[src/hw/rtl/sfr_pkg.sv]
package sfr_pkg;

    localparam int MAX_CHANNELS = 14;

    localparam logic [1:0] REG_HEADER_FIRST   = 2'd0;
    localparam logic [1:0] REG_HEADER_SECOND  = 2'd1;
    localparam logic [1:0] REG_CHECKSUM_START = 2'd2;

    localparam logic [7:0]  RST_HEADER_FIRST   = 8'h20;
    localparam logic [7:0]  RST_HEADER_SECOND  = 8'h40;
    localparam logic [15:0] RST_CHECKSUM_START = 16'hFFFF;

    typedef struct packed {
        logic [7:0]  header_first;
        logic [7:0]  header_second;
        logic [15:0] checksum_start;
    } t_cfg;

    typedef struct packed {
        logic start_frame;
        logic store_byte;
        logic emit_start;
        logic rd_lo;
        logic rd_hi;
        logic cap_hi;
        logic next_chan;
    } t_cmd;

    typedef struct packed {
        logic hdr1_match;
        logic hdr2_match;
        logic frame_end;
        logic ck_ok;
        logic last_chan;
    } t_sts;

endpackage

[src/hw/rtl/sfr_in_if.sv]
interface sfr_in_if;
    logic       valid;
    logic       ready;
    logic [7:0] rx_byte;

    modport source (output valid, output rx_byte, input ready);
    modport sink   (input valid, input rx_byte, output ready);
endinterface

[src/hw/rtl/sfr_out_if.sv]
interface sfr_out_if;
    logic        valid;
    logic        ready;
    logic [15:0] channel_value;
    logic [3:0]  channel_index;
    logic        last_channel;

    modport source (output valid, output channel_value, output channel_index,
                    output last_channel, input ready);
    modport sink   (input valid, input channel_value, input channel_index,
                    input last_channel, output ready);
endinterface

[src/hw/rtl/sfr_ram.sv]
module sfr_ram #(
    parameter int WIDTH = 8,
    parameter int DEPTH = 32
) (
    input  logic                     i_clk,
    input  logic                     i_we,
    input  logic [$clog2(DEPTH)-1:0] i_waddr,
    input  logic [WIDTH-1:0]         i_wdata,
    input  logic                     i_re,
    input  logic [$clog2(DEPTH)-1:0] i_raddr,
    output logic [WIDTH-1:0]         o_rdata
);

    logic [WIDTH-1:0] r_mem [DEPTH];
    logic [WIDTH-1:0] r_rdata;

    always_ff @(posedge i_clk) begin
        if (i_we) begin
            r_mem[i_waddr] <= i_wdata;
        end
        if (i_re) begin
            r_rdata <= r_mem[i_raddr];
        end
    end

    assign o_rdata = r_rdata;

endmodule

[src/hw/rtl/sfr_regs.sv]
module sfr_regs import sfr_pkg::*; (
    input  logic        i_clk,
    input  logic        i_rst_n,
    input  logic        psel,
    input  logic        penable,
    input  logic        pwrite,
    input  logic [3:0]  paddr,
    input  logic [31:0] pwdata,
    output logic [31:0] prdata,
    output logic        pready,
    output t_cfg        o_cfg
);

    t_cfg r_cfg;
    logic w_wr;

    assign pready = 1'b1;
    assign w_wr   = psel && penable && pwrite;

    always_ff @(posedge i_clk) begin
        if (!i_rst_n) begin
            r_cfg.header_first   <= RST_HEADER_FIRST;
            r_cfg.header_second  <= RST_HEADER_SECOND;
            r_cfg.checksum_start <= RST_CHECKSUM_START;
        end else if (w_wr) begin
            case (paddr[3:2])
                REG_HEADER_FIRST:   r_cfg.header_first   <= pwdata[7:0];
                REG_HEADER_SECOND:  r_cfg.header_second  <= pwdata[7:0];
                REG_CHECKSUM_START: r_cfg.checksum_start <= pwdata[15:0];
                default: ;
            endcase
        end
    end

    always_comb begin
        case (paddr[3:2])
            REG_HEADER_FIRST:   prdata = {24'd0, r_cfg.header_first};
            REG_HEADER_SECOND:  prdata = {24'd0, r_cfg.header_second};
            REG_CHECKSUM_START: prdata = {16'd0, r_cfg.checksum_start};
            default:            prdata = 32'd0;
        endcase
    end

    assign o_cfg = r_cfg;

endmodule

[src/hw/rtl/sfr_datapath.sv]
module sfr_datapath import sfr_pkg::*; #(
    parameter int FRAME_BYTES = 32
) (
    input  logic        i_clk,
    input  logic        i_rst_n,
    input  t_cfg        i_cfg,
    input  t_cmd        i_cmd,
    input  logic [7:0]  i_rx_byte,
    output t_sts        o_sts,
    output logic [15:0] o_channel_value,
    output logic [3:0]  o_channel_index,
    output logic        o_last_channel
);

    localparam int AW  = $clog2(FRAME_BYTES);
    localparam int RAW = (FRAME_BYTES - 4) / 2;
    localparam int NCH = (RAW < MAX_CHANNELS) ? RAW : MAX_CHANNELS;

    logic [AW-1:0] r_cnt;
    logic [15:0]   r_sum;
    logic [7:0]    r_ck_lo;
    logic [3:0]    r_chan;
    logic [7:0]    r_lo;
    logic [15:0]   r_value;
    logic [3:0]    r_index;
    logic          r_last;

    logic          w_we;
    logic [AW-1:0] w_waddr;
    logic [31:0]   w_raddr_full;
    logic [AW-1:0] w_raddr;
    logic [7:0]    w_rdata;

    assign w_we         = i_cmd.start_frame || i_cmd.store_byte;
    assign w_waddr      = i_cmd.start_frame ? '0 : r_cnt;
    assign w_raddr_full = {27'd0, r_chan, 1'b0} + 32'd2 + {31'd0, i_cmd.rd_hi};
    assign w_raddr      = w_raddr_full[AW-1:0];

    sfr_ram #(
        .WIDTH (8),
        .DEPTH (FRAME_BYTES)
    ) u_frame_ram (
        .i_clk   (i_clk),
        .i_we    (w_we),
        .i_waddr (w_waddr),
        .i_wdata (i_rx_byte),
        .i_re    (i_cmd.rd_lo || i_cmd.rd_hi),
        .i_raddr (w_raddr),
        .o_rdata (w_rdata)
    );

    always_ff @(posedge i_clk) begin
        if (!i_rst_n) begin
            r_cnt  <= '0;
            r_chan <= '0;
        end else begin
            if (i_cmd.start_frame) begin
                r_cnt <= AW'(1);
            end else if (i_cmd.store_byte) begin
                r_cnt <= r_cnt + AW'(1);
            end
            if (i_cmd.emit_start) begin
                r_chan <= '0;
            end else if (i_cmd.next_chan) begin
                r_chan <= r_chan + 4'd1;
            end
        end
    end

    always_ff @(posedge i_clk) begin
        if (i_cmd.start_frame) begin
            r_sum <= i_cfg.checksum_start - {8'd0, i_rx_byte};
        end else if (i_cmd.store_byte && (r_cnt <= AW'(FRAME_BYTES - 3))) begin
            r_sum <= r_sum - {8'd0, i_rx_byte};
        end
        if (i_cmd.store_byte && (r_cnt == AW'(FRAME_BYTES - 2))) begin
            r_ck_lo <= i_rx_byte;
        end
        if (i_cmd.rd_hi) begin
            r_lo <= w_rdata;
        end
        if (i_cmd.cap_hi) begin
            r_value <= {w_rdata, r_lo};
            r_index <= r_chan;
            r_last  <= (r_chan == 4'(NCH - 1));
        end
    end

    assign o_sts.hdr1_match = (i_rx_byte == i_cfg.header_first);
    assign o_sts.hdr2_match = (i_rx_byte == i_cfg.header_second);
    assign o_sts.frame_end  = (r_cnt == AW'(FRAME_BYTES - 1));
    assign o_sts.ck_ok      = ({i_rx_byte, r_ck_lo} == r_sum);
    assign o_sts.last_chan  = (r_chan == 4'(NCH - 1));

    assign o_channel_value = r_value;
    assign o_channel_index = r_index;
    assign o_last_channel  = r_last;

endmodule

[src/hw/rtl/sfr_ctrl.sv]
module sfr_ctrl import sfr_pkg::*; (
    input  logic i_clk,
    input  logic i_rst_n,
    input  logic i_in_valid,
    input  logic i_out_ready,
    input  t_sts i_sts,
    output logic o_in_ready,
    output logic o_out_valid,
    output t_cmd o_cmd
);

    typedef enum logic [2:0] {
        S_WAIT,
        S_HALF,
        S_BODY,
        S_RD_LO,
        S_RD_HI,
        S_CAP,
        S_OUT
    } t_state;

    t_state r_state;
    t_state n_state;
    logic   w_acc;

    assign o_in_ready  = (r_state == S_WAIT) || (r_state == S_HALF) || (r_state == S_BODY);
    assign o_out_valid = (r_state == S_OUT);
    assign w_acc       = i_in_valid && o_in_ready;

    always_comb begin
        n_state = r_state;
        o_cmd   = '0;
        case (r_state)
            S_WAIT: begin
                if (w_acc && i_sts.hdr1_match) begin
                    o_cmd.start_frame = 1'b1;
                    n_state = S_HALF;
                end
            end
            S_HALF: begin
                if (w_acc) begin
                    if (i_sts.hdr2_match) begin
                        o_cmd.store_byte = 1'b1;
                        n_state = S_BODY;
                    end else begin
                        n_state = S_WAIT;
                    end
                end
            end
            S_BODY: begin
                if (w_acc) begin
                    o_cmd.store_byte = 1'b1;
                    if (i_sts.frame_end) begin
                        if (i_sts.ck_ok) begin
                            o_cmd.emit_start = 1'b1;
                            n_state = S_RD_LO;
                        end else begin
                            n_state = S_WAIT;
                        end
                    end
                end
            end
            S_RD_LO: begin
                o_cmd.rd_lo = 1'b1;
                n_state = S_RD_HI;
            end
            S_RD_HI: begin
                o_cmd.rd_hi = 1'b1;
                n_state = S_CAP;
            end
            S_CAP: begin
                o_cmd.cap_hi = 1'b1;
                n_state = S_OUT;
            end
            S_OUT: begin
                if (i_out_ready) begin
                    if (i_sts.last_chan) begin
                        n_state = S_WAIT;
                    end else begin
                        o_cmd.next_chan = 1'b1;
                        n_state = S_RD_LO;
                    end
                end
            end
            default: n_state = S_WAIT;
        endcase
    end

    always_ff @(posedge i_clk) begin
        if (!i_rst_n) begin
            r_state <= S_WAIT;
        end else begin
            r_state <= n_state;
        end
    end

`ifndef SYNTH
    a_no_overlap: assert property (@(posedge i_clk) disable iff (!i_rst_n)
        !(o_in_ready && o_out_valid))
        else $error("input and output active together");

    a_last_resumes: assert property (@(posedge i_clk) disable iff (!i_rst_n)
        (o_out_valid && i_out_ready && i_sts.last_chan) |=> o_in_ready)
        else $error("hunt not resumed after last channel");

    a_start_on_accept: assert property (@(posedge i_clk) disable iff (!i_rst_n)
        (o_cmd.start_frame || o_cmd.store_byte) |-> w_acc)
        else $error("byte stored without a transaction");

    a_bad_ck_drops: assert property (@(posedge i_clk) disable iff (!i_rst_n)
        (r_state == S_BODY && w_acc && i_sts.frame_end && !i_sts.ck_ok)
        |=> (r_state == S_WAIT))
        else $error("bad checksum frame not dropped");
`endif

endmodule

[src/hw/rtl/servo_frame_receiver.sv]
// Servo frame receiver: decodes 32-byte serial-bus servo frames.
// i_rx (valid/ready): one received byte per transaction. Bytes are taken in
//   one cycle each while the block is hunting or collecting a frame.
// o_chan (valid/ready): on a frame whose checksum matches, 14 transactions
//   carry the channel words, index 0 first, last_channel set on the final one.
//   A frame with a bad checksum gives no output and hunting restarts.
// APB port: header_first at 0x0, header_second at 0x4, checksum_start at 0x8.
//   Write only while idle; new values apply from the next frame.
// Output: each word is read from the frame RAM as two bytes, low then high,
//   through the states S_RD_LO, S_RD_HI and S_CAP before it is shown in
//   S_OUT. No byte is accepted until the last channel word has been taken.
// If the receiver stalls, the current word is held and the sequencer waits.
// Reset: headers 0x20/0x40, checksum start 0xFFFF, block hunts for a header.
module servo_frame_receiver import sfr_pkg::*; #(
    parameter int FRAME_BYTES = 32
) (
    input  logic             i_clk,
    input  logic             i_rst_n,
    sfr_in_if.sink           i_rx,
    sfr_out_if.source        o_chan,
    input  logic             psel,
    input  logic             penable,
    input  logic             pwrite,
    input  logic [3:0]       paddr,
    input  logic [31:0]      pwdata,
    output logic [31:0]      prdata,
    output logic             pready
);

    t_cfg w_cfg;
    t_cmd w_cmd;
    t_sts w_sts;

    sfr_regs u_regs (
        .i_clk   (i_clk),
        .i_rst_n (i_rst_n),
        .psel    (psel),
        .penable (penable),
        .pwrite  (pwrite),
        .paddr   (paddr),
        .pwdata  (pwdata),
        .prdata  (prdata),
        .pready  (pready),
        .o_cfg   (w_cfg)
    );

    sfr_ctrl u_ctrl (
        .i_clk       (i_clk),
        .i_rst_n     (i_rst_n),
        .i_in_valid  (i_rx.valid),
        .i_out_ready (o_chan.ready),
        .i_sts       (w_sts),
        .o_in_ready  (i_rx.ready),
        .o_out_valid (o_chan.valid),
        .o_cmd       (w_cmd)
    );

    sfr_datapath #(
        .FRAME_BYTES (FRAME_BYTES)
    ) u_datapath (
        .i_clk           (i_clk),
        .i_rst_n         (i_rst_n),
        .i_cfg           (w_cfg),
        .i_cmd           (w_cmd),
        .i_rx_byte       (i_rx.rx_byte),
        .o_sts           (w_sts),
        .o_channel_value (o_chan.channel_value),
        .o_channel_index (o_chan.channel_index),
        .o_last_channel  (o_chan.last_channel)
    );

endmodule

[src/flat_wrapper.sv]
// flat-port wrapper written by rule: the top's interface ports become plain ports
module servo_frame_receiver_flat import sfr_pkg::*;
#(
    parameter int FRAME_BYTES = 32
)
  (i_clk, i_rst_n, psel, penable, pwrite, paddr, pwdata, prdata, pready, i_rx_valid, i_rx_rx_byte, i_rx_ready, o_chan_valid, o_chan_channel_value, o_chan_channel_index, o_chan_last_channel, o_chan_ready);
  sfr_in_if i_rx_i ();
  sfr_out_if o_chan_i ();
  input  logic i_clk;
  input  logic i_rst_n;
  input  logic psel;
  input  logic penable;
  input  logic pwrite;
  input  logic [3:0] paddr;
  input  logic [31:0] pwdata;
  output logic [31:0] prdata;
  output logic pready;
  input wire logic [$bits(i_rx_i.valid)-1:0] i_rx_valid;
  input wire logic [$bits(i_rx_i.rx_byte)-1:0] i_rx_rx_byte;
  output wire logic [$bits(i_rx_i.ready)-1:0] i_rx_ready;
  output wire logic [$bits(o_chan_i.valid)-1:0] o_chan_valid;
  output wire logic [$bits(o_chan_i.channel_value)-1:0] o_chan_channel_value;
  output wire logic [$bits(o_chan_i.channel_index)-1:0] o_chan_channel_index;
  output wire logic [$bits(o_chan_i.last_channel)-1:0] o_chan_last_channel;
  input wire logic [$bits(o_chan_i.ready)-1:0] o_chan_ready;
  assign i_rx_i.valid = i_rx_valid;
  assign i_rx_i.rx_byte = i_rx_rx_byte;
  assign i_rx_ready = i_rx_i.ready;
  assign o_chan_valid = o_chan_i.valid;
  assign o_chan_channel_value = o_chan_i.channel_value;
  assign o_chan_channel_index = o_chan_i.channel_index;
  assign o_chan_last_channel = o_chan_i.last_channel;
  assign o_chan_i.ready = o_chan_ready;
  servo_frame_receiver #(.FRAME_BYTES(FRAME_BYTES)) u_core (.i_clk(i_clk), .i_rst_n(i_rst_n), .i_rx(i_rx_i), .o_chan(o_chan_i), .psel(psel), .penable(penable), .pwrite(pwrite), .paddr(paddr), .pwdata(pwdata), .prdata(prdata), .pready(pready));
endmodule
[config.mk]
export PLATFORM = sky130hd
export DESIGN_NAME = servo_frame_receiver_flat
export DESIGN_NICKNAME = d
export VERILOG_FILES = /design/src/hw/rtl/sfr_pkg.sv /design/src/hw/rtl/sfr_in_if.sv /design/src/hw/rtl/sfr_out_if.sv /design/src/hw/rtl/sfr_ram.sv /design/src/hw/rtl/sfr_regs.sv /design/src/hw/rtl/sfr_datapath.sv /design/src/hw/rtl/sfr_ctrl.sv /design/src/hw/rtl/servo_frame_receiver.sv /design/src/flat_wrapper.sv
export SDC_FILE = /design/constraint.sdc
export NUM_CORES = 1
export LEC_CHECK = 0
export ABC_AREA = 1
export BUFFER_PORTS_ARGS = -buffer_cell sky130_fd_sc_hd__buf_4
export CORE_MARGIN = 5
export CORE_UTILIZATION = 25
export CTS_CLUSTER_SIZE = 14
export DETAILED_ROUTE_END_ITERATION = 6
export GPL_ROUTABILITY_DRIVEN = 0
export PLACE_DENSITY = 0.42
export SYNTH_ARGS = -nofsm -noshare
export SYNTH_HDL_FRONTEND = slang
export SYNTH_SLANG_ARGS = --single-unit
export TNS_END_PERCENT = 20
[constraint.sdc]
create_clock -name i_clk -period 3.16 [get_ports i_clk]
set_input_delay 0.474 -clock i_clk [delete_from_list [all_inputs] [get_ports i_clk]]
set_output_delay 0.474 -clock i_clk [all_outputs]
set_load 0.01 [all_outputs]
# Word-level counts from Yosys, hierarchy flattened
# Memories as Yosys holds them, arrays and structs flattened. A register that Yosys moved wholly into a read port is not among the register bits.
# Cells that the tools add are included.
# totals
in_bits	51
out_inout_bits	56
ff_bits	97
n_memories	1
mem_bits_rw	256
# mem_list
name	depth	width	rd	rd_clocked_by_memory_dff	write_ports	line_no	source
u_core.u_datapath.u_frame_ram.r_mem	32	8	1	1	1	sfr_ram.sv:14	logic [WIDTH-1:0] r_mem [DEPTH];
# op_classes
n_lt_le_gt_ge	1
reduce_logical	20
bitwise	1
n_eq_ne	19
mux	32
add_sub_neg	6
# op_table
cell	count
$pmux W16 S3	1
$mux W16	2
$sub A16 B8 Y16	2
$pmux W3 S7	1
$mux W1	17
$eq A16 B16 Y1	1
$eq A8 B8 Y1	2
$mux W3	5
$eq A5 B5 Y1 const B	2
$eq A3 B3 Y1 const B	3
$mux W2	4
$eq A3 B2 Y1 const B	2
$logic_and A1 B1 Y1	6
$ne A2 B2 Y1 const B	3
$reduce_and A2 Y1	3
$add A5 B1 Y5	1
$add A5 B1 Y5 const B	1
$add A5 B2 Y5 const B	1
$le A5 B5 Y1 const B	1
$mux W5	1
$reduce_and A5 Y1	1
$add A4 B1 Y4 const B	1
$eq A4 B4 Y1 const B	1
$logic_or A1 B1 Y1	4
other kinds (10)	13

# Depth between registers and ports, before layout
# Gate-level depths: netlist of run 1.
# logic_depth
word_depth	10
depth_mapped	24
mapped_depth_nobuf	22

# Cells and area by module
# Synthesis of run 1 repeated with hierarchy kept, for this count alone.
# hier_totals
hier_cells	1602
hier_area_um2	16199.3
# modules_own_cells
module	area_each_um2	cells_each	n_inst
sfr_ram	10866.7	922	1
sfr_datapath	3427.0	382	1
sfr_regs	1585.3	241	1
sfr_ctrl	320.3	57	1

# Worst setup path after synthesis of run 1
# OpenSTA, ideal clock, no wires.
# synth_timing
path_type	in2reg
start	input i_rx_rx_byte[1]
end	register u_core.u_datapath.r_sum[12] (data pin)
path_stages	18
required_time_ns	2.902
slack_ns	0.100
t_arrival_ns	2.801
cell_sequence	xnor2_1 nand3_1 nor2_4 nand3_4 clkbuf_1 o21ai_0 ha_1 inv_1 fa_1 nand4_1 nand3_1 nand2_1 nand2_1 nand2_1 nand2_1 nor2_2 nand2_1 xor2_1
# synth_via
elab_chain_cells	5
elab_cells_between_ends	8
cone_classes	2 x add/sub; 1 x eq/ne; 4 x mux; 1 x reduce/logical
# synth_rtl
element	line_no	source
from (decl)	flat_wrapper.sv:19	input wire logic [$bits(i_rx_i.rx_byte)-1:0] i_rx_rx_byte;
branches (longest 4 deep; another with $sub A16 B8 Y16)	-	
$mux W16 *	sfr_datapath.sv:71	if (i_cmd.start_frame) begin
to (signal assigned)	sfr_datapath.sv:72	r_sum <= i_cfg.checksum_start - {8'd0, i_rx_byte};
to (signal assigned)	sfr_datapath.sv:74	r_sum <= r_sum - {8'd0, i_rx_byte};
to (decl)	sfr_datapath.sv:20	logic [15:0] r_sum;
# Mark *: on every way between the ends. The select of a mux whose other input is x is not followed.
# A chain may end at the register's enable or synchronous reset.

# Worst setup path in the final report of run 1
# layout_timing
start	register u_core.u_ctrl.r_state[1]
end	register u_core.u_datapath.r_sum[12] (data pin)
# layout_via
elab_chain_cells	8
elab_cells_between_ends	10
cone_classes	2 x eq/ne; 3 x mux; 5 x reduce/logical
# layout_rtl
element	line_no	source
from (decl)	sfr_ctrl.sv:22	t_state r_state;
from (signal assigned)	sfr_ctrl.sv:93	r_state <= n_state;
$eq A3 B1 Y1 / $logic_not A3 Y1 (equally long branches)	sfr_ctrl.sv:26, sfr_ctrl.sv:33	
$logic_or A1 B1 Y1 (2 in a row)	sfr_ctrl.sv:26	assign o_in_ready = (r_state == S_WAIT) || (r_state == S_HALF) || (r_state == S_BODY);
$logic_and A1 B1 Y1	sfr_ctrl.sv:28	assign w_acc = i_in_valid && o_in_ready;
$logic_and A1 B1 Y1	sfr_ctrl.sv:35	if (w_acc && i_sts.hdr1_match) begin
$mux W1	sfr_ctrl.sv:35	
$mux W1 *	sfr_ctrl.sv:33	case (r_state)
$mux W16 *	sfr_datapath.sv:71	
# Mark *: on every way between the ends. The rest lies on a longest branch, timed or not.

==> impl_metrics.toml, run 1 <==
[sta]
setup_violations = 0
timing.clock.skew_ns = 0.0210
final-hold-violation-count = 0
timing_max_transition_violations_final = 0
fmax_mhz = 344
maxSlewHeadroom = 0.498
min_period_ns = 2.91
min_period_over_period = 0.920
tightest_slew_ns = 0.752

[logic_synthesis]
synthesized_area_um2 = 15400
synth.lib_cells_used.distinct = 38
ys_warn_count = 0
ys_async_sr_fraction = 0
post_synth_most_frequent_cells = "sky130_fd_sc_hd__edfxtp_1, sky130_fd_sc_hd__nor2_1, sky130_fd_sc_hd__nand2_1, sky130_fd_sc_hd__o21ai_0, sky130_fd_sc_hd__inv_1"
number_of_enable_flip_flop_cells_after_synthesis = 317
synthFlopType = "sky130_fd_sc_hd__edfxtp_1"
synth_top_cells_by_area = "sky130_fd_sc_hd__edfxtp_1, sky130_fd_sc_hd__dfxtp_1, sky130_fd_sc_hd__o21ai_0, sky130_fd_sc_hd__nor2_1, sky130_fd_sc_hd__o221ai_1"
synth_top_area_frac = 0.617
seq_area_frac_synth = 0.674
count_of_state_elements_after_synthesis = 361
avgSynthCellArea_um2 = 11.4
cell_type_with_the_largest_total_area_after_synthesis = "sky130_fd_sc_hd__edfxtp_1"
yosys.cell_count.top_type = "sky130_fd_sc_hd__edfxtp_1"
post_synth_inst_count = 1355

[cells_and_area]
num-fill-cells = 6254
drive_above_1_share = 0.179
antenna_cells = 0
final_nets = 1586
areaGrowthSynthToFinish_pct = 22.7
layout.area.seq_um2 = 10400
multi_input_area_um2 = 4350
fin_util = 0.309

[setup_path]
endpoint_kind = "register"
ff2ff_setup_slack_ns = 0.25
series_of_cell_instances_along_the_critical_path = "a21oi_2, nand2_1, nor2_4, nand3_4, buf_6, nand2_1, o21ai_0, ha_1, a21oi_1, nand3_1, nand2_1, nand2_1, nand2_1, nand2_1, nor2_4, nand2_1, xor2_1"
crit_required_ns = 3.48
crit_path_largest_cell_delay_ns = 0.35
timing.rr.end = "u_core.u_datapath.r_sum[12]"
r2r.worst_path.cells = 17
cp_max_fo = 11
crit_arrival_ns = 3.23
timing.critical_path.buf_inv = 1
crit_type = "register to register"
timing.critical_path.mode_cell = "sky130_fd_sc_hd__nand2_1"
crit_path_top_delay_cell = "sky130_fd_sc_hd__ha_1"
worstReg2RegStart = "u_core.u_ctrl.r_state[1]"
critical-path-top-delay-family = "simple AND/OR/NAND/NOR gates"
crit_path_start_kind = "register"

[power_and_ir_drop]
design_power_total_mw = 10.3
cellLeakagePower_nw = 6.83
p_clk_frac = 0.466
pwr_density_cell_nw_per_um2 = 546
power.share.sequential = 0.502
combPwrFrac = 0.032
net-switching-power_mw = 2.22
internal_cell_power_mw = 8.12
ir_drop_mv = 0.403
power.switching_fraction = 0.214

[drt]
drt_pass1_iterations = 5
post_drt_via_cell_ratio = 4.55
via_count = 10668
post-route-drc-count = 0
antenna_violating_nets_post_route = 0
wl_per_cell_um = 19.6
detail_route.iter0.violations = 676
postRouteWirelength_um = 45900

[clock_network]
clock_tree.buffer_depth = 3
cts.clk_slew.worst_paths_ns = 0.06
cts_root_buf = "sky130_fd_sc_hd__clkbuf_16"
cts_tree = "yes"
cts.sink_count = 361
cts.hold.buffers_added = 0
numCtsBuffers = 42
clock_latency_ns = 0.58
cts.htree.levels = 2

[global_route]
gr_met1_demand_resource = 0.174
grt.met3_usage = 0.0211
gr-usage-all-layers = 0.134
grt_antenna_before_repair = 0
gr-max-usage-layer = "met2"
global_route_track_usage_on_met2 = 0.236
grt_max_degree = 93
first_global_vias = 10561
grt_overflow = 0
grt_first_pass_wirelength_um = 67800

[die]
floorplan.die_area_um2 = 66800
floorplan.die.width_um = 258
initial_core_util = 0.251
core_um2 = 61400
die_h_um = 258
placement_rows = 91
ioPinCount = 107

[placement]
detailedPlacementHpwl_um = 30200
port_buffers = 71

[worst_hold_path]
whs_endpoint = "u_core.u_regs.o_cfg[14]"
holdCritStartpoint = "pwdata[14]"
hold_depth = 3
worstHoldPathType = "input port to register"

[outcome]
run_status = "finished clean"

[run]
drv_cap = 0
==> worst min-delay path, delay by kind of cell <==
family                 cells  cell delay, ns
AOI/OAI and AO/OA          1            0.06
buffers and inverters      1            0.08
and+or+nand+nor            1            0.04
==> cells by family (layout without fill, tap and decap cells) <==
group | Yosys count | after routing | synth area share
other | 2 | 17 | 0.000487
adder cells (fa/ha/maj) | 15 | 15 | 0.0127
AND/OR/NAND/NOR | 483 | 483 | 0.132
flip-flops | 361 | 361 | 0.674
XOR/XNOR | 26 | 26 | 0.0148
buffers and inverters | 177 | 360 | 0.0491
AO/OA/AOI/OAI | 291 | 291 | 0.117
==> worst max path at each step <==
stage	start	endpoint	slack (ns)	depth (start not counted)
after floorplan	i_rx_rx_byte[1]	u_core.u_datapath.r_sum[12]	0.10	18
after global placement	i_rx_rx_byte[5]	u_core.u_datapath.r_sum[12]	-0.07	21
after detailed placement	i_rx_rx_byte[7]	u_core.u_datapath.r_sum[12]	-0.11	21
after CTS	u_core.u_ctrl.r_state[1]	u_core.u_datapath.r_sum[12]	0.16	17
after global routing	u_core.u_regs.o_cfg[31]	u_core.u_datapath.r_sum[12]	-0.005	22
final	u_core.u_ctrl.r_state[1]	u_core.u_datapath.r_sum[12]	0.25	17
==> layer usage <==
metal / up-vias / share of wire / routed length, µm
li1: 5172 / - / -
met4: 0 / 0.022 / 991
met5: - / 0 / 0
met2: 204 / 0.50 / 23100
met3: 66 / 0.034 / 1540
met1: 5226 / 0.44 / 20300
==> power by group through the flow <==
stage	sequential [mW]	combinational, mW	clock (mW)
6_report	5.19	0.329	4.82
5_1_grt	5.18	0.363	5.18
4_1_cts	5.19	0.337	4.95
3_5_place_dp	5.29	0.336	0
3_3_place_gp	5.29	0.335	0
2_1_floorplan	5.29	0.135	0
==> cell usage in the layout, fill, tap and decap left out, drive strengths merged, types with 2 or more instances in the layout <==
cell type,count
nor3,5
a21oi,29
ha,14
nand2,168
inv,96
o21ai,161
edfxtp,317
nand3,68
conb,17
o221ai,71
xor2,12
clkinv,17
buf,189
nand4,21
or2,3
clkinvlp,2
o21a,8
nor2,216
dfxtp,44
bufinv,4
o211ai,19
clkbuf,52
xnor2,14
==> state kept, by name, indices dropped and copies added, names as in the netlist <==
register	count
u_core.u_datapath.r_sum	16
u_core.u_datapath.u_frame_ram.r_mem	256
u_core.u_datapath.o_last_channel	1
u_core.u_datapath.o_channel_index	4
u_core.u_datapath.r_lo	8
u_core.u_datapath.r_chan	4
u_core.u_datapath.r_ck_lo	8
u_core.u_ctrl.r_state	3
u_core.u_datapath.r_cnt	5
u_core.u_regs.o_cfg	32
u_core.u_datapath.u_frame_ram.o_rdata	8
u_core.u_datapath.o_channel_value	16
==> area by class of cell <==
class | instances | area share
multi-input combinational | 832 | 0.230
tap | 790 | 0.0522
clock buffer | 52 | 0.0580
sequential | 361 | 0.549
timing repair buffer | 189 | 0.0778
clock inverter | 25 | 0.0142
inverter | 94 | 0.0188
==> through the flow <==
step,setup WS (ns),setup TNS (ns),hold slack (ns),std cells,instance area [µm²]
2_1_floorplan,0.100,0,0.400,1370,15500
3_3_place_gp,-0.0685,-0.114,0.405,2264,17500
3_5_place_dp,-0.114,-0.243,0.405,2264,17500
4_1_cts,0.158,0,0.0960,2341,18900
5_1_grt,-0.00530,-0.00566,0.116,2343,18900
6_report,0.254,0,0.125,2343,18900
==> timing repair <==
item                       4_1_cts  5_1_grt
setup endpoints to repair        0        3
gates resized for setup          0        4
setup buffers                    0        2
Power figures use the tool's default switching activity.
==> inputs of run 2 (changes only) <==
Settings changed: ABC_AREA 1 to not set.
==> run 2 against run 1 <==
Against the previous run: the run now ends with setup timing left; sequential cell count did not move; worst setup slack lost 0.69 ns; register-to-register slack got worse by 0.69 ns; via count is 19% lower; sequential share of layout area shrank 0.53 points; die area shrank 0.76%; clock power is 4% lower.
==> impl_metrics.toml, run 2 <==
[drt]
via_count = 8633
detail_route.iter0.violations = 557
drt_pass1_iterations = 5
wl_per_cell_um = 21.3
post-route-drc-count = 0
postRouteWirelength_um = 41300
antenna_violating_nets_post_route = 0
post_drt_via_cell_ratio = 4.45

[run]
drv_cap = 0

[setup_path]
crit_required_ns = 3.47
r2r.worst_path.cells = 12
crit_path_top_delay_cell = "sky130_fd_sc_hd__o41a_1"
ff2ff_setup_slack_ns = -0.44
crit_arrival_ns = 3.90
critical-path-top-delay-family = "compound AO/OA/AOI/OAI gates"
timing.critical_path.mode_cell = "sky130_fd_sc_hd__nor3_4"
timing.critical_path.buf_inv = 0
timing.critical_path.depth = 12
crit_path_largest_cell_delay_ns = 0.49
crit_path_start_kind = "register"
endpoint_kind = "register"
timing.rr.end = "u_core.u_datapath.r_sum[11]"
worstReg2RegStart = "u_core.u_regs.o_cfg[31]"
critical_path.endpoint = "u_core.u_datapath.r_sum[11]"
crit_type = "register to register"
cp_max_fo = 5
crit_path_start = "u_core.u_regs.o_cfg[31]"
series_of_cell_instances_along_the_critical_path = "xor2_2, nor3_4, nand3_4, nor3_4, mux2_2, ha_1, nor2b_1, o31a_1, o41a_1, o21ai_1, xnor2_1, mux2i_1"

[logic_synthesis]
avgSynthCellArea_um2 = 16.4
post_synth_most_frequent_cells = "sky130_fd_sc_hd__edfxtp_1, sky130_fd_sc_hd__mux4_2, sky130_fd_sc_hd__nand2_1, sky130_fd_sc_hd__nor2_1, sky130_fd_sc_hd__dfxtp_1"
synthesized_area_um2 = 15300
count_of_state_elements_after_synthesis = 361
cell_type_with_the_largest_total_area_after_synthesis = "sky130_fd_sc_hd__edfxtp_1"
synthFlopType = "sky130_fd_sc_hd__edfxtp_1"
ys_warn_count = 0
post_synth_inst_count = 935
synth_top_area_frac = 0.622
ys_async_sr_fraction = 0
synth_top_cells_by_area = "sky130_fd_sc_hd__edfxtp_1, sky130_fd_sc_hd__mux4_2, sky130_fd_sc_hd__dfxtp_1, sky130_fd_sc_hd__xnor2_1, sky130_fd_sc_hd__mux2i_1"
synth.lib_cells_used.distinct = 53
yosys.cell_count.top_type = "sky130_fd_sc_hd__edfxtp_1"
seq_area_frac_synth = 0.680
number_of_enable_flip_flop_cells_after_synthesis = 317

[die]
ioPinCount = 107
die_h_um = 257
initial_core_util = 0.253
placement_rows = 90
floorplan.die_area_um2 = 66300
floorplan.die.width_um = 257
core_um2 = 60500

[sta]
tightest_slew_ns = 0.977
min_period_over_period = 1.14
setup_violations = 9
final-hold-violation-count = 0
timing.clock.skew_ns = 0.0195
fin_ws_ns = -0.435
rsz0062_at_grt = "true"
setup_tns_ns = -3.48
maxSlewHeadroom = 0.345
timing_max_transition_violations_final = 0
min_period_ns = 3.60
fmax_mhz = 278

[cells_and_area]
drive_above_1_share = 0.336
final_std_cell_area_no_fill_um2 = 19200
final_common_cell = "sky130_fd_sc_hd__edfxtp_1"
areaGrowthSynthToFinish_pct = 25.2
final_nets = 1196
layout_common_cells = "sky130_fd_sc_hd__edfxtp_1, sky130_fd_sc_hd__buf_4, sky130_fd_sc_hd__mux4_2"
antenna_cells = 0
num-fill-cells = 5915
largest_register_ff_count = 256
regMostFlops = "u_core.u_datapath.u_frame_ram.r_mem"

[worst_hold_path]
worstHoldPathType = "input port to register"

[clock_network]
numCtsBuffers = 41
cts_root_buf = "sky130_fd_sc_hd__clkbuf_16"
cts.htree.levels = 2
cts.hold.buffers_added = 0
cts.clk_slew.worst_paths_ns = 0.06
cts.sink_count = 361
cts_tree = "yes"
clock_latency_ns = 0.57
clock_tree.buffer_depth = 3

[power_and_ir_drop]
cellLeakagePower_nw = 6.33
net-switching-power_mw = 2.17
power.share.sequential = 0.509
p_clk_frac = 0.456
combPwrFrac = 0.035
design_power_total_mw = 10.2
power.switching_fraction = 0.212
ir_drop_mv = 0.275
pwr_density_cell_nw_per_um2 = 532
internal_cell_power_mw = 8.03

[global_route]
first_global_vias = 8987
grt_max_degree = 40
grt_overflow = 0
gr-usage-all-layers = 0.123
grt_antenna_before_repair = 1
grt_first_pass_wirelength_um = 61300

[placement]
port_buffers = 71
detailedPlacementHpwl_um = 28100
postPlaceCellArea_um2 = 17700

[outcome]
failed_checks = "setup timing"
run_status = "finished with violations"
## run 2: cell count changes in the layout (fill, tap and decap cells not counted), sizes merged, moves of 15 or more
cell	before	now
nand2	168	68
mux2	0	15
nand3	68	38
nor2	216	60
xnor2	14	38
mux2i	0	26
a21oi	29	14
o221ai	71	0
mux4	0	80
o211ai	19	0
o21ai	161	21
inv	96	19
## run 2: worst min path at each step
stage	start	end	cells after the start
after detailed placement	u_core.u_datapath.r_lo[0]	u_core.u_datapath.o_channel_value[0]	0
after floorplan	u_core.u_datapath.r_lo[0]	u_core.u_datapath.o_channel_value[0]	0
after CTS	pwdata[14]	u_core.u_regs.o_cfg[14]	3
final	pwdata[14]	u_core.u_regs.o_cfg[14]	3
after global placement	u_core.u_datapath.r_lo[7]	u_core.u_datapath.o_channel_value[7]	0
after global routing	pwdata[13]	u_core.u_regs.o_cfg[13]	3
## run 2: power groups by stage
stage               sequential, mW  combinational (mW)  clock (mW)
floorplan                     5.29               0.144           0
global placement              5.29               0.341           0
detailed placement            5.29               0.343           0
CTS                           5.19               0.351        4.81
global route                  5.19               0.391        5.02
finish                        5.19               0.357        4.65
## run 2: tightest hold or removal path: cells and delay by family
kind / cells / cell delay (ns)
buf+inv: 1 / 0.08
simple gates: 2 / 0.10
## run 2: routing by layer
metal | part of all wire | global-route usage
met3 | 0.043 | 0.0256
met4 | 0.022 | 0.0316
met2 | 0.46 | 0.192
met5 | 0 | 0
met1 | 0.48 | 0.176
## run 2: repair_timing
item,4_1_cts,5_1_grt
pin swaps,10,15
endpoints found under the hold margin,0,0
gates resized for setup,30,22
setup endpoints to repair,15,53
buffers inserted,2,6
## run 2: cells by family after synthesis
group / Yosys count / share of synthesized area
fa+ha+maj: 15 / 0.0128
compound gates: 59 / 0.0243
mux: 121 / 0.146
other cells: 2 / 0.000491
flops: 361 / 0.680
xor+xnor: 61 / 0.0349
simple gates: 241 / 0.0762
buf+inv: 75 / 0.0260
## run 2: per-stage QoR
step	setup WS [ns]	utilization	hold WS (ns)	instances
CTS	-0.606	0.315	0.0782	1938
finish	-0.435	0.317	0.124	1941
floorplan	-0.505	-	0.400	950
global route	-0.674	0.317	0.0962	1941
detailed placement	-1.14	0.293	0.405	1869
global placement	-1.10	0.293	0.404	1869
## run 2: layout make-up
| type | instances | area [µm²] | share of cell area |
|---|---|---|---|
| sequential | 361 | 10400 | 0.544 |
| multi-input combinational | 514 | 4800 | 0.250 |
| timing repair buffer | 195 | 1600 | 0.0836 |
| clock buffer | 52 | 1100 | 0.0574 |
| tap | 782 | 978 | 0.0511 |
| clock inverter | 20 | 195 | 0.0102 |
| inverter | 17 | 63.8 | 0.00333 |
==> inputs of run 3 (changes only) <==
Settings changed: GPL_TIMING_DRIVEN set to 1.
Clock period 3.16 ns to 2.9 ns, I/O delays scaled along.
==> run 3 against run 2 <==
Against the previous run: the flow still finishes with violations (setup timing); non-clock buffer count is 3 higher; critical endpoint is now u_core.u_datapath.r_sum[12]; combinational power is 13% higher; final cell count is 0.26% higher; routed wire length hardly changed; global-route usage hardly changed; power is 12% higher.
==> impl_metrics.toml, run 3 (synthesis gave the netlist of run 2 again) <==
[cells_and_area]
final_std_cell_area_no_fill_um2 = 19500
layout_common_cells = "sky130_fd_sc_hd__edfxtp_1, sky130_fd_sc_hd__buf_4, sky130_fd_sc_hd__mux4_2"
regMostFlops = "u_core.u_datapath.u_frame_ram.r_mem"
final_nets = 1199
post_route_insts_no_fill = 1946
num-fill-cells = 5885
fin_util = 0.322
drive_above_1_share = 0.363
largest_register_ff_count = 256
final_common_cell = "sky130_fd_sc_hd__edfxtp_1"
areaGrowthSynthToFinish_pct = 27.2
antenna_cells = 0

[sta]
tightest_slew_ns = 0.567
fmax_mhz = 284
timing.clock.skew_ns = 0.0249
min_period_ns = 3.52
fin_worst_hold_slack_ns = 0.0872
fin_ws_ns = -0.618
rsz0062_at_grt = "true"
timing_max_transition_violations_final = 0
min_period_over_period = 1.21
maxSlewHeadroom = 0.618
final-hold-violation-count = 0
setup_violations = 12

[outcome]
failed_checks = "setup timing"
run_status = "finished with violations"

[placement]
placedCellCount = 1864
detailedPlacementHpwl_um = 28200
postPlaceCellArea_um2 = 17700
port_buffers = 71

[setup_path]
crit_type = "register to register"
crit_arrival_ns = 3.83
cp_max_fo = 7
crit_path_start_kind = "register"
crit_required_ns = 3.21
endpoint_kind = "register"

[clock_network]
cts.hold.buffers_added = 0
cts.clk_slew.worst_paths_ns = 0.06
cts_root_buf = "sky130_fd_sc_hd__clkbuf_16"
cts_tree = "yes"
numCtsBuffers = 41
cts.htree.levels = 2
clock_latency_ns = 0.57
cts.sink_count = 361
clock_tree.buffer_depth = 3

[drt]
drt_pass1_iterations = 4
wl_per_cell_um = 21.2
post_drt_via_cell_ratio = 4.47
detail_route.iter0.violations = 609
post-route-drc-count = 0
via_count = 8693
postRouteWirelength_um = 41200
antenna_violating_nets_post_route = 0

[die]
ioPinCount = 107
die_h_um = 257
floorplan.die.width_um = 257
placement_rows = 90
floorplan.die_area_um2 = 66300
initial_core_util = 0.253
core_um2 = 60500

[global_route]
grt_first_pass_wirelength_um = 61500
grt_overflow = 0
first_global_vias = 9099
gr-usage-all-layers = 0.123
grt_max_degree = 40
grt_antenna_before_repair = 1

[run]
drv_cap = 0

[power_and_ir_drop]
design_power_total_mw = 11.4
pwr_density_cell_nw_per_um2 = 587
ir_drop_mv = 0.385
cellLeakagePower_nw = 6.42

[worst_hold_path]
worstHoldPathType = "input port to register"
run 3: changes by cell type in the layout (fill, tap and decap cells not counted), sizes merged:
cell    previous run  this run
inv               19        18
clkbuf            52        54
bufinv             3         5
clkinv            15        14
buf              195       198
run 3: repair_timing:
item	CTS	global route
endpoints found under the setup margin	115	15
gates resized for setup	75	9
setup buffers	13	1
pin swaps	23	5
cloned	0	0
run 3: worst paths after layout:
path,startpoint,end,slack (ns),depth (start not counted)
worst min register to register,u_core.u_datapath.r_lo[0],u_core.u_datapath.o_channel_value[0],0.42,0
worst max register to register,u_core.u_regs.o_cfg[31],u_core.u_datapath.r_sum[12],-0.62,16
worst max-delay path,u_core.u_regs.o_cfg[31],u_core.u_datapath.r_sum[12],-0.62,16
worst min-delay path,pwdata[14],u_core.u_regs.o_cfg[14],0.09,3
run 3: final cells by class:
cell class                      instances  area [µm²]  area share
Timing Repair Buffer                  198        1680      0.0863
Clock inverter                         20         248      0.0127
Multi-Input combinational cell        514        4920       0.253
Inverter                               17        63.8     0.00328
Clock buffer                           54        1150      0.0591
Sequential cell                       361       10400       0.535
Tap cell                              782         978      0.0503
run 3: critical path, stage by stage, from the launching register on:
cell                        delay (ns)
sky130_fd_sc_hd__dfxtp_2          0.33
sky130_fd_sc_hd__buf_12           0.13
sky130_fd_sc_hd__xor2_2           0.18
sky130_fd_sc_hd__nor3_4           0.24
sky130_fd_sc_hd__nand3_4          0.12
sky130_fd_sc_hd__nor3_4           0.30
sky130_fd_sc_hd__mux2i_1          0.27
sky130_fd_sc_hd__ha_2             0.21
sky130_fd_sc_hd__inv_2            0.04
sky130_fd_sc_hd__fa_2             0.36
sky130_fd_sc_hd__a21oi_2          0.17
sky130_fd_sc_hd__o2111ai_2        0.17
sky130_fd_sc_hd__o311ai_4         0.26
sky130_fd_sc_hd__buf_6            0.18
sky130_fd_sc_hd__nand2_2          0.06
sky130_fd_sc_hd__xor2_1           0.15
sky130_fd_sc_hd__mux2i_1          0.08
run 3: power by group:
group,internal (mW),switching (mW)
clock network,3.25,2.12
logic,0.161,0.245
registers,5.64,0.0136
run 3: stage by stage:
| stage | setup TNS, ns | worst slack (ns) |
|---|---|---|
| floorplan | -6.34 | -0.726 |
| global placement | -62.96 | -1.13 |
| detailed placement | -72.87 | -1.14 |
| CTS | -6.26 | -0.685 |
| global route | -7.37 | -0.820 |
| finish | -5.35 | -0.618 |
run 3: layer usage:
metal / wire length (µm) / GRT usage
met1: 19800 / 0.176
met2: 18700 / 0.191
met3: 1800 / 0.0246
met4: 981 / 0.0349
met5: 0 / 0
